### config.mk
export PLATFORM = sky130hd
export DESIGN_NAME = pvas_rot_cell
export DESIGN_NICKNAME = d
export VERILOG_FILES = /design/src/pvas_pkg.sv /design/src/pvas_rot_cell.sv
export SDC_FILE = /design/constraint.sdc
export NUM_CORES = 1
export LEC_CHECK = 0
export ABC_AREA = 1
export BUFFER_PORTS_ARGS = -buffer_cell sky130_fd_sc_hd__buf_2
export CAP_MARGIN = 10
export CORE_UTILIZATION = 31
export DETAILED_ROUTE_END_ITERATION = 12
export MAX_ROUTING_LAYER = met4
export SKIP_CTS_REPAIR_TIMING = 1
export SLEW_MARGIN = 20
export SYNTH_ARGS = -nofsm -noshare
export SYNTH_HDL_FRONTEND = slang
export SYNTH_SLANG_ARGS = --single-unit
export TNS_END_PERCENT = 1
### constraint.sdc
create_clock -name clk_i -period 0.8 [get_ports clk_i]
set_clock_uncertainty 0.15 [all_clocks]
set_input_delay 0.08 -clock clk_i [delete_from_list [all_inputs] [get_ports clk_i]]
set_output_delay 0.08 -clock clk_i [all_outputs]
set_load 0.05 [all_outputs]
### src/pvas_pkg.sv
// package: shared types, constants and cordic step functions for the polar vector add/sub core
package pvas_pkg;

  localparam int unsigned CW = 37;
  localparam int unsigned AW = 32;
  localparam int unsigned TABLE_LEN = 24;
  localparam logic [31:0] INV_GAIN = 32'h9B74_EDA8;
  localparam logic [AW-1:0] HALF_TURN = 32'h8000_0000;

  localparam logic [AW-1:0] ATAN_TABLE [TABLE_LEN] = '{
    32'd536870912, 32'd316933406, 32'd167458907, 32'd85004756,
    32'd42667331,  32'd21354465,  32'd10679838,  32'd5340245,
    32'd2670163,   32'd1335087,   32'd667544,    32'd333772,
    32'd166886,    32'd83443,     32'd41722,     32'd20861,
    32'd10430,     32'd5215,      32'd2608,      32'd1304,
    32'd652,       32'd326,       32'd163,       32'd81
  };

  typedef enum logic {
    OP_ADD = 1'b0,
    OP_SUB = 1'b1
  } op_e;

  typedef logic signed [CW-1:0] coord_t;

  typedef struct packed {
    coord_t        x;
    coord_t        y;
    logic [AW-1:0] z;
  } rot_vec_t;

  typedef struct packed {
    op_e      op;
    rot_vec_t a;
    rot_vec_t b;
  } rot_pair_t;

  typedef struct packed {
    logic          zero;
    coord_t        s;
    coord_t        c;
    logic [AW-1:0] z;
  } vec_state_t;

  typedef struct packed {
    logic [15:0] angle;
    logic [16:0] length;
  } result_t;

  // one rotation-mode micro-rotation, z driven toward zero
  function automatic rot_vec_t rot_step(rot_vec_t v, int unsigned sh, logic [AW-1:0] ang);
    rot_vec_t r;
    coord_t   dc;
    coord_t   ds;
    dc = v.x >>> sh;
    ds = v.y >>> sh;
    if (v.z[AW-1]) begin
      r.y = v.y + dc;
      r.x = v.x - ds;
      r.z = v.z + ang;
    end else begin
      r.y = v.y - dc;
      r.x = v.x + ds;
      r.z = v.z - ang;
    end
    return r;
  endfunction

  // one vectoring-mode micro-rotation, s driven toward zero
  function automatic vec_state_t vec_step(vec_state_t v, int unsigned sh, logic [AW-1:0] ang);
    vec_state_t r;
    coord_t     dc;
    coord_t     ds;
    dc = v.s >>> sh;
    ds = v.c >>> sh;
    r.zero = v.zero;
    if (!v.s[CW-1] && (v.s != '0)) begin
      r.c = v.c + dc;
      r.s = v.s - ds;
      r.z = v.z + ang;
    end else begin
      r.c = v.c - dc;
      r.s = v.s + ds;
      r.z = v.z - ang;
    end
    return r;
  endfunction

endpackage

### src/pvas_rot_cell.sv
// rotation cell: one cordic rotation step for both input vectors
module pvas_rot_cell
  import pvas_pkg::*;
#(
  parameter int unsigned STAGE = 0
) (
  input  logic      clk_i,
  input  logic      rst_ni,
  input  logic      en_i,
  input  logic      valid_i,
  input  rot_pair_t data_i,
  output logic      valid_o,
  output rot_pair_t data_o
);

  logic      valid_q;
  rot_pair_t data_q;
  rot_pair_t data_d;

  always_comb begin
    data_d.op = data_i.op;
    data_d.a  = rot_step(data_i.a, STAGE, ATAN_TABLE[STAGE]);
    data_d.b  = rot_step(data_i.b, STAGE, ATAN_TABLE[STAGE]);
  end

  always_ff @(posedge clk_i or negedge rst_ni) begin
    if (!rst_ni) begin
      valid_q <= 1'b0;
    end else if (en_i) begin
      valid_q <= valid_i;
    end
  end

  always_ff @(posedge clk_i) begin
    if (en_i) begin
      data_q <= data_d;
    end
  end

  assign valid_o = valid_q;
  assign data_o  = data_q;

endmodule

==> impl_metrics.ini <==
[logic_synthesis]
synth_edf_count = 211
synth_top_area_share_pct = 28.13
synthTopCellsByArea = edfxtp_1, nand2_1, ha_1
syn_area_sq_um = 22520
yosysSeqAreaShare_pct = 28.24
synth_top_area_cell = edfxtp_1
yosysWarnings = 0
ys_seq_elements = 212
async_flop_share_pct = 0.4717
synth_nets = 3857
synthCells = 3400
ys_types = 45
synth_ff_type = edfxtp_1
avgSynthCellArea_sq_um = 6.624

[cts]
clock_sinks = 212
ctsRootBufferMaster = clkbuf_16
htree_num_levels = 1
path_clk_slew_ps = 60
clk_latency_ps = 570
cts_max_path_buffers = 3
cts_buffers = 27
cts_tree = done

[place]
dpl_cell_area_sq_um = 33280
portBuffers = 430
gp_congestion = 0.9980
post-dp-hpwl_mm = 85.31
pre_cts_slack_ps = -1740

[power]
switchingPower_uw = 25940
vdd_drop_max_mv = 1.581
finalPower_uw = 59630
p_comb_share_pct = 55.3
power.density_nw_per_um2 = 1483
pwr-share-clk_pct = 20.0
seq_power_share_pct = 24.7
p_int_uw = 33690
switching_share_pct = 43.50
total_leakage_power_uw = 0.01963

[run_status]
status = finished with violations
failed_checks = hold timing, setup timing

[timing]
setup_ws_ps = -855.8
finalSetupViolCount = 361
finalHoldViolCount = 214
period_share_pct = 207.0
max_slew_margin_pct = 68.64
fmax_mhz = 603.9
grt_setup_unrepaired = yes
whs_ps = -321.7
period_minus_slack_ps = 1656
tightest_slew_ps = 465.5
finalMaxSlewViolations = 0

[worst_hold_path]
worstHoldPathCells = 2
hold_class = primary input to flip-flop

[die]
ios = 431
coreArea_sq_um = 71730
die_area_sq_um = 73730
fp.dieW_microns = 271.5
std_cell_rows = 98
die_h_microns = 271.5
initial_core_util_pct = 31.40

[critical_path]
ff2ff_path_depth = 1
cp_data_arrival_time_ps = 1830
crit_fanout = 6
cp.required_ps = 970
path_class = primary input to flip-flop
worstSetupEndpointType = flip-flop
worstSetupStartpointType = primary input

[grt]
antenna_found_initial = 7
track_usage_pct = 26.50
grt_max_degree = 43
grt_pass1_wl_mm = 145.1
grt_pass1_vias = 25560
overflow = 0

[drt]
via_count = 27960
avgViaCountPerCell = 4.898
drc_errors = 0
dr.pass1.iters = 9
drt_wl_total_mm = 104.5
first_iter_violations = 1648
antenna_left = 0
wl_per_cell_microns = 18.31

[finish]
area_growth_pct = 78.58
multiInputGateArea_sq_um = 18940
final_area_sq_um = 40220
fin_util_pct = 56.07
layout-drive-gt1-share_pct = 52.28
ff_latch_area_sq_um = 6361
fillers = 6660
num-nets-final = 5189

[job]
timing.max_cap.violations = 0
## metrics by stage
stage	setup TNS, ps	instances
after floorplan	-137040	3400
after global placement	-254550	5489
after detailed placement	-256600	5489
after CTS	-254850	5539
after global routing	-245520	5708
final	-229090	5708
## critical path, cell delays in order
cell and delay (ps):
buf_2 140, inv_1 80, ha_4 340, inv_2 100
a21oi_2 150, buf_4 130, o21bai_4 60, a21oi_2 170
buf_4 130, buf_4 100, nand3_1 110, nand3_1 100
nand2_2 120
## layout make-up
cell class / instances / area share, %
multi-input cells: 2579 / 47.10
repair buffers: 1399 / 26.97
flip-flops and latches: 212 / 15.82
inverters: 513 / 5.021
well taps: 950 / 2.955
clock buffers: 31 / 1.717
clock inverters: 19 / 0.3826
diodes: 5 / 0.03111
## power groups by stage
stage	clock network (uW)	logic (uW)	registers, uW
final	11900	33000	14700
after global routing	12600	34900	14800
after CTS	12200	27300	14700
after detailed placement	0	27200	15000
after global placement	0	27200	14900
after floorplan	0	10400	19500
## cell usage in the layout (no fill, tap or decap), types with 64 or more instances in the layout
master	netlist	layout
buf_4	30	830
nand2_1	1025	674
inv_1	511	387
buf_2	33	358
nand2_2	2	275
nand3_1	305	237
edfxtp_1	211	211
nor2_1	318	155
ha_1	232	149
a21oi_2	3	122
inv_2	2	95
nor2_4	1	93
a21oi_1	255	85
o21ai_0	188	83
buf_6	8	79
nor2_2	6	77
nand2_4	0	73
ha_4	0	68
dlygate4sd3_1	0	64
## final timing paths
kind	from	endpoint	slack, ps
setup / recovery	data_i[50]	data_o[90]$_DFFE_PP_	-860
hold / removal	data_i[30]	data_o[30]$_DFFE_PP_	-320
setup reg to reg	valid_o$_DFFE_PN0P_	valid_o$_DFFE_PN0P_	-90
hold reg to reg	valid_o$_DFFE_PN0P_	valid_o$_DFFE_PN0P_	360
max in group asynchronous	rst_ni	valid_o$_DFFE_PN0P_	200
min in group asynchronous	rst_ni	valid_o$_DFFE_PN0P_	200
## kinds of logic (layout without fill, tap and decap cells)
family,after synthesis,count (layout),share of synthesized area (%)
AND/OR/NAND/NOR,1722,1722,31.26
AO/OA/AOI/OAI,554,554,13.31
adder cells (fa/ha/maj),240,240,13.60
other,0,5,0
XOR/XNOR,58,58,2.256
multiplexers,5,5,0.2278
flip-flops,212,212,28.24
buffers and inverters,609,1962,11.10
## layer usage
metal  track usage [%]  up-vias  wire length (microns)
li1                  -    13660                      -
met3             1.981      200                   5711
met1             33.02    13170                  43250
met4             8.678        0                   4009
met5                 -        -                      0
met2             45.21      927                  51510
## sequential cells by signal, indices dropped and copies added (netlist names)
signal / count
data_o: 211
valid_o: 1
## synthesized netlist by cell type, types with 20 or more instances
master       n
nor3_1      27
nand2_1   1025
nor2_1     318
inv_1      511
nand3_1    305
buf_2       33
o22ai_1     25
edfxtp_1   211
buf_4       30
clkbuf_1    20
o21bai_1    24
ha_1       232
xor2_1      58
o21ai_0    188
a21oi_1    255
(Power assumes the default switching activity.)
