--- src/pvas_pkg.sv ---
// package: shared types, constants and cordic step functions for the polar vector add/sub core
package pvas_pkg;

  localparam int unsigned CW = 37;
  localparam int unsigned AW = 32;
  localparam int unsigned TABLE_LEN = 24;
  localparam logic [31:0] INV_GAIN = 32'h9B74_EDA8;
  localparam logic [AW-1:0] HALF_TURN = 32'h8000_0000;

  localparam logic [AW-1:0] ATAN_TABLE [TABLE_LEN] = '{
    32'd536870912, 32'd316933406, 32'd167458907, 32'd85004756,
    32'd42667331,  32'd21354465,  32'd10679838,  32'd5340245,
    32'd2670163,   32'd1335087,   32'd667544,    32'd333772,
    32'd166886,    32'd83443,     32'd41722,     32'd20861,
    32'd10430,     32'd5215,      32'd2608,      32'd1304,
    32'd652,       32'd326,       32'd163,       32'd81
  };

  typedef enum logic {
    OP_ADD = 1'b0,
    OP_SUB = 1'b1
  } op_e;

  typedef logic signed [CW-1:0] coord_t;

  typedef struct packed {
    coord_t        x;
    coord_t        y;
    logic [AW-1:0] z;
  } rot_vec_t;

  typedef struct packed {
    op_e      op;
    rot_vec_t a;
    rot_vec_t b;
  } rot_pair_t;

  typedef struct packed {
    logic          zero;
    coord_t        s;
    coord_t        c;
    logic [AW-1:0] z;
  } vec_state_t;

  typedef struct packed {
    logic [15:0] angle;
    logic [16:0] length;
  } result_t;

  // one rotation-mode micro-rotation, z driven toward zero
  function automatic rot_vec_t rot_step(rot_vec_t v, int unsigned sh, logic [AW-1:0] ang);
    rot_vec_t r;
    coord_t   dc;
    coord_t   ds;
    dc = v.x >>> sh;
    ds = v.y >>> sh;
    if (v.z[AW-1]) begin
      r.y = v.y + dc;
      r.x = v.x - ds;
      r.z = v.z + ang;
    end else begin
      r.y = v.y - dc;
      r.x = v.x + ds;
      r.z = v.z - ang;
    end
    return r;
  endfunction

  // one vectoring-mode micro-rotation, s driven toward zero
  function automatic vec_state_t vec_step(vec_state_t v, int unsigned sh, logic [AW-1:0] ang);
    vec_state_t r;
    coord_t     dc;
    coord_t     ds;
    dc = v.s >>> sh;
    ds = v.c >>> sh;
    r.zero = v.zero;
    if (!v.s[CW-1] && (v.s != '0)) begin
      r.c = v.c + dc;
      r.s = v.s - ds;
      r.z = v.z + ang;
    end else begin
      r.c = v.c - dc;
      r.s = v.s + ds;
      r.z = v.z - ang;
    end
    return r;
  endfunction

endpackage

--- src/pvas_vec_cell.sv ---
// vectoring cell: one cordic vectoring step on the combined vector
module pvas_vec_cell
  import pvas_pkg::*;
#(
  parameter int unsigned STAGE = 0
) (
  input  logic       clk_i,
  input  logic       rst_ni,
  input  logic       en_i,
  input  logic       valid_i,
  input  vec_state_t data_i,
  output logic       valid_o,
  output vec_state_t data_o
);

  logic       valid_q;
  vec_state_t data_q;
  vec_state_t data_d;

  assign data_d = vec_step(data_i, STAGE, ATAN_TABLE[STAGE]);

  always_ff @(posedge clk_i or negedge rst_ni) begin
    if (!rst_ni) begin
      valid_q <= 1'b0;
    end else if (en_i) begin
      valid_q <= valid_i;
    end
  end

  always_ff @(posedge clk_i) begin
    if (en_i) begin
      data_q <= data_d;
    end
  end

  assign valid_o = valid_q;
  assign data_o  = data_q;

endmodule

--- config.mk ---
export PLATFORM = sky130hd
export DESIGN_NAME = pvas_vec_cell
export DESIGN_NICKNAME = d
export VERILOG_FILES = /design/src/pvas_pkg.sv /design/src/pvas_vec_cell.sv
export SDC_FILE = /design/constraint.sdc
export NUM_CORES = 1
export LEC_CHECK = 0
export ABC_AREA = 1
export ABC_CLOCK_PERIOD_IN_PS = 1100
export BUFFER_PORTS_ARGS = -buffer_cell sky130_fd_sc_hd__buf_2
export CAP_MARGIN = 20
export CORE_ASPECT_RATIO = 0.6
export CORE_MARGIN = 10
export CORE_UTILIZATION = 25
export DETAILED_ROUTE_END_ITERATION = 6
export PLACE_DENSITY_LB_ADDON = 0.05
export RECOVER_POWER = 100
export SLEW_MARGIN = 10
export SYNTH_ARGS = -nofsm -noshare
export SYNTH_HDL_FRONTEND = slang
export SYNTH_SLANG_ARGS = --single-unit
--- constraint.sdc ---
create_clock -name clk_i -period 1.1 [get_ports clk_i]
set_input_delay 0.275 -clock clk_i [delete_from_list [all_inputs] [get_ports clk_i]]
set_output_delay 0.275 -clock clk_i [all_outputs]
set_load 0.02 [all_outputs]
==> impl_metrics.yaml <==
logic_synthesis:
  yosys.cell_types.count: 47
  ys_warn_count: 0
  synth_edf_count: 106
  syn_avg_cell_area_um2: 6.86
  synth_area_leader_cell: "edfxtp_1"
  synthTopCellsByArea: "edfxtp_1 27%, nand2_1 16%, ha_1 12%"
  ys_ff_latch: 107
  synth_area_mm2: 0.0117
  synthFlopType: "edfxtp_1"
  synthCells: 1707
  synth_top_area_share_pct: 27.2
  syn-num-nets: 1938
  ys_async_sr_fraction_pct: 0.935
  synth_seq_area_share_pct: 27.4
die:
  die-height_um: 188
  io_pins: 219
  num_rows: 61
  core-area_mm2: 0.0463
  dieArea_mm2: 0.0562
  die_w_um: 299
  initial_core_util_pct: 25.3
routing:
  postRouteAntennaNets: 0
  drt_iter0_drc: 980
  wl_mm: 61.2
  wl_per_cell_um: 20.5
  drc_errors: 0
  via_per_inst: 4.58
  first_pass_iters: 7
  num_vias: 13700
sta:
  drv_slew: 0
  setup_viol: 182
  tightest_slew_ps: 532
  min_period_ps: 1850
  fin_crit_sh_pct: 168
  fin_ws_ps: -746
  hold_viol: 0
  fin_skew_ps: 0
  slew_headroom_pct: 64.5
  max_freq_mhz: 542
  rsz0062_at_grt: "true"
worst_setup_path:
  reg2regPathDepth: 1
  cp-start-kind: "primary input"
  r2r-end: "valid_o"
  criticalPathCategory: "in -> reg"
  r2r_slack_ps: 330
  startpoint: "data_i[76]"
  crit-reg2reg-launch: "valid_o"
  crit_end: "data_o[86]"
  required_ps: 1210
  endpoint_kind: "register"
  cp_max_fo: 6
  worstPathArrival_ps: 1960
global_route:
  grt_start_max_net_pins: 34
  grtUsageTotal_pct: 20.9
  grt_antenna_before_repair: 4
  grt_remaining_overflow: 0
  grt_pass1_vias: 13400
  grt_first_pass_wirelength_mm: 87.7
job:
  drv_cap: 0
power:
  p_seq_share_pct: 24.5
  clock_power_share_pct: 16.6
  power_frac_comb_pct: 58.9
  power_switching_mw: 9.35
  leakagePower_nw: 10.4
  sw_frac_of_total_pct: 42.4
  irDropWorstVdd_mv: 0.833
  p_int_mw: 12.7
  power_density_mw_per_mm2: 989
placement:
  gp_congestion: 0.944
  post_dp_cell_area_mm2: 0.0176
  io_buffers: 218
  place_hpwl_mm: 52.4
min_path:
  hold_class: "in -> reg"
clocking:
  cts.path.max_buffers: 2
  cts.sinks: 107
  clockRootBuffer: "clkbuf_16"
  clk_latency_ps: 380
  clk_pin_slew_ps: 90
  tritoncts: "done"
  numCtsBuffers: 9
  ctsHtreeMaxLevel: 3
layout:
  num_antenna_cells: 0
  mostFrequentLayoutCell: "buf_4"
  drive_above_1_share_pct: 61.5
  final_nets: 2587
  syn_to_final_growth_pct: 90.2
  postLayoutCoreUtil_pct: 48.1
  final_area_mm2: 0.0223
  final_cell_mix: "378 x buf_4, 289 x nand2_1, 164 x nand2_2"
status:
  violations: "setup timing"
  status: "finished, violations left"
-- per-layer routing --
metal	wire length, µm	part of all wire, %	global-route usage [%]
met3	4720	7.7	5.58
met1	33900	55	34.5
met2	22300	36	25.9
met5	0	0	0
met4	298	0.49	2.40
-- registers in the layout, indices dropped and copies added, names as in the netlist --
signal and cells:
data_o 106, valid_o 1
-- Yosys cell counts (3+ instances only) --
| cell type | number |
|---|---|
| a21o_1 | 14 |
| a21oi_1 | 119 |
| a21oi_2 | 3 |
| a31oi_1 | 4 |
| buf_2 | 16 |
| buf_4 | 20 |
| buf_6 | 11 |
| edfxtp_1 | 106 |
| fa_1 | 4 |
| ha_1 | 116 |
| inv_1 | 236 |
| inv_2 | 13 |
| nand2_1 | 504 |
| nand2_2 | 21 |
| nand2_4 | 4 |
| nand3_1 | 139 |
| nand3_2 | 14 |
| nand4_1 | 13 |
| nor2_1 | 138 |
| nor2_2 | 16 |
| nor2_4 | 5 |
| nor3_1 | 15 |
| nor3_2 | 5 |
| o21a_1 | 3 |
| o21ai_0 | 72 |
| o21ai_1 | 8 |
| o21ai_2 | 4 |
| o21bai_1 | 14 |
| xor2_1 | 46 |
-- how the worst min path moves through the flow --
stage	startpoint	to	slack, ps	cells after the start
floorplan	rst_ni	valid_o	-20	0
detailed placement	rst_ni	valid_o	50	1
finish	data_i[8]	data_o[8]	60	1
global placement	rst_ni	valid_o	50	1
global route	data_i[3]	data_o[3]	50	1
CTS	data_i[8]	data_o[8]	50	1
-- cell families (layout without fill, tap and decap cells) --
family,after synthesis,count (layout),share of synthesized area (%)
buf+inv,302,956,11.2
flops,107,107,27.4
fa+ha+maj,120,120,13.1
compound gates,248,248,11.7
xor+xnor,48,48,3.65
simple gates,880,880,32.7
mux,2,2,0.182
-- critical path: stages --
cell	delay [ps]
buf_8	100
buf_6	110
ha_4	340
nand2_4	110
inv_1	80
nand2_2	60
nor2_2	120
nand2_1	80
nand3_2	100
nand2_2	70
nand2_4	170
xor2_2	200
mux2i_4	130
-- power groups by stage --
stage | Clock (mW) | Sequential, mW | Combinational, mW
floorplan | 0 | 6.05 | 4.43
global placement | 0 | 5.39 | 9.76
detailed placement | 0 | 5.39 | 9.79
CTS | 3.84 | 5.36 | 11.3
global route | 3.93 | 5.45 | 13.8
finish | 3.66 | 5.40 | 13.0
-- timing repair --
action                     in CTS  in global routing
setup buffers                  33                 50
hold buffers                    1                  0
pin swaps                     160                205
gates resized for setup       508                505
gates cloned                    1                  4
setup endpoints to repair     182                182
hold endpoints to repair        1                  0
-- area by class of cell --
cell class / instances / area (µm²)
fillers: 4630 / 24000
repair buffers: 687 / 6050
inverters: 253 / 1190
multi-input cells: 1298 / 10700
flip-flops and latches: 107 / 3210
clock buffers: 9 / 225
well taps: 630 / 788
clock inverters: 7 / 82.6
-- stage by stage --
stage / hold WS, ps / worst slack, ps / std cells / TNS, ps / power, mW
6_report: 61.1 / -746 / 2991 / -57810 / 22.0
5_1_grt: 46.0 / -820 / 2991 / -66490 / 23.2
4_1_cts: 45.1 / -720 / 2944 / -59500 / 20.5
3_5_place_dp: 51.2 / -1630 / 2896 / -107910 / 15.2
3_3_place_gp: 50.6 / -1720 / 2896 / -113280 / 15.2
2_1_floorplan: -20.6 / -884 / 1707 / -44150 / 10.5
(Power assumes the default switching activity.)
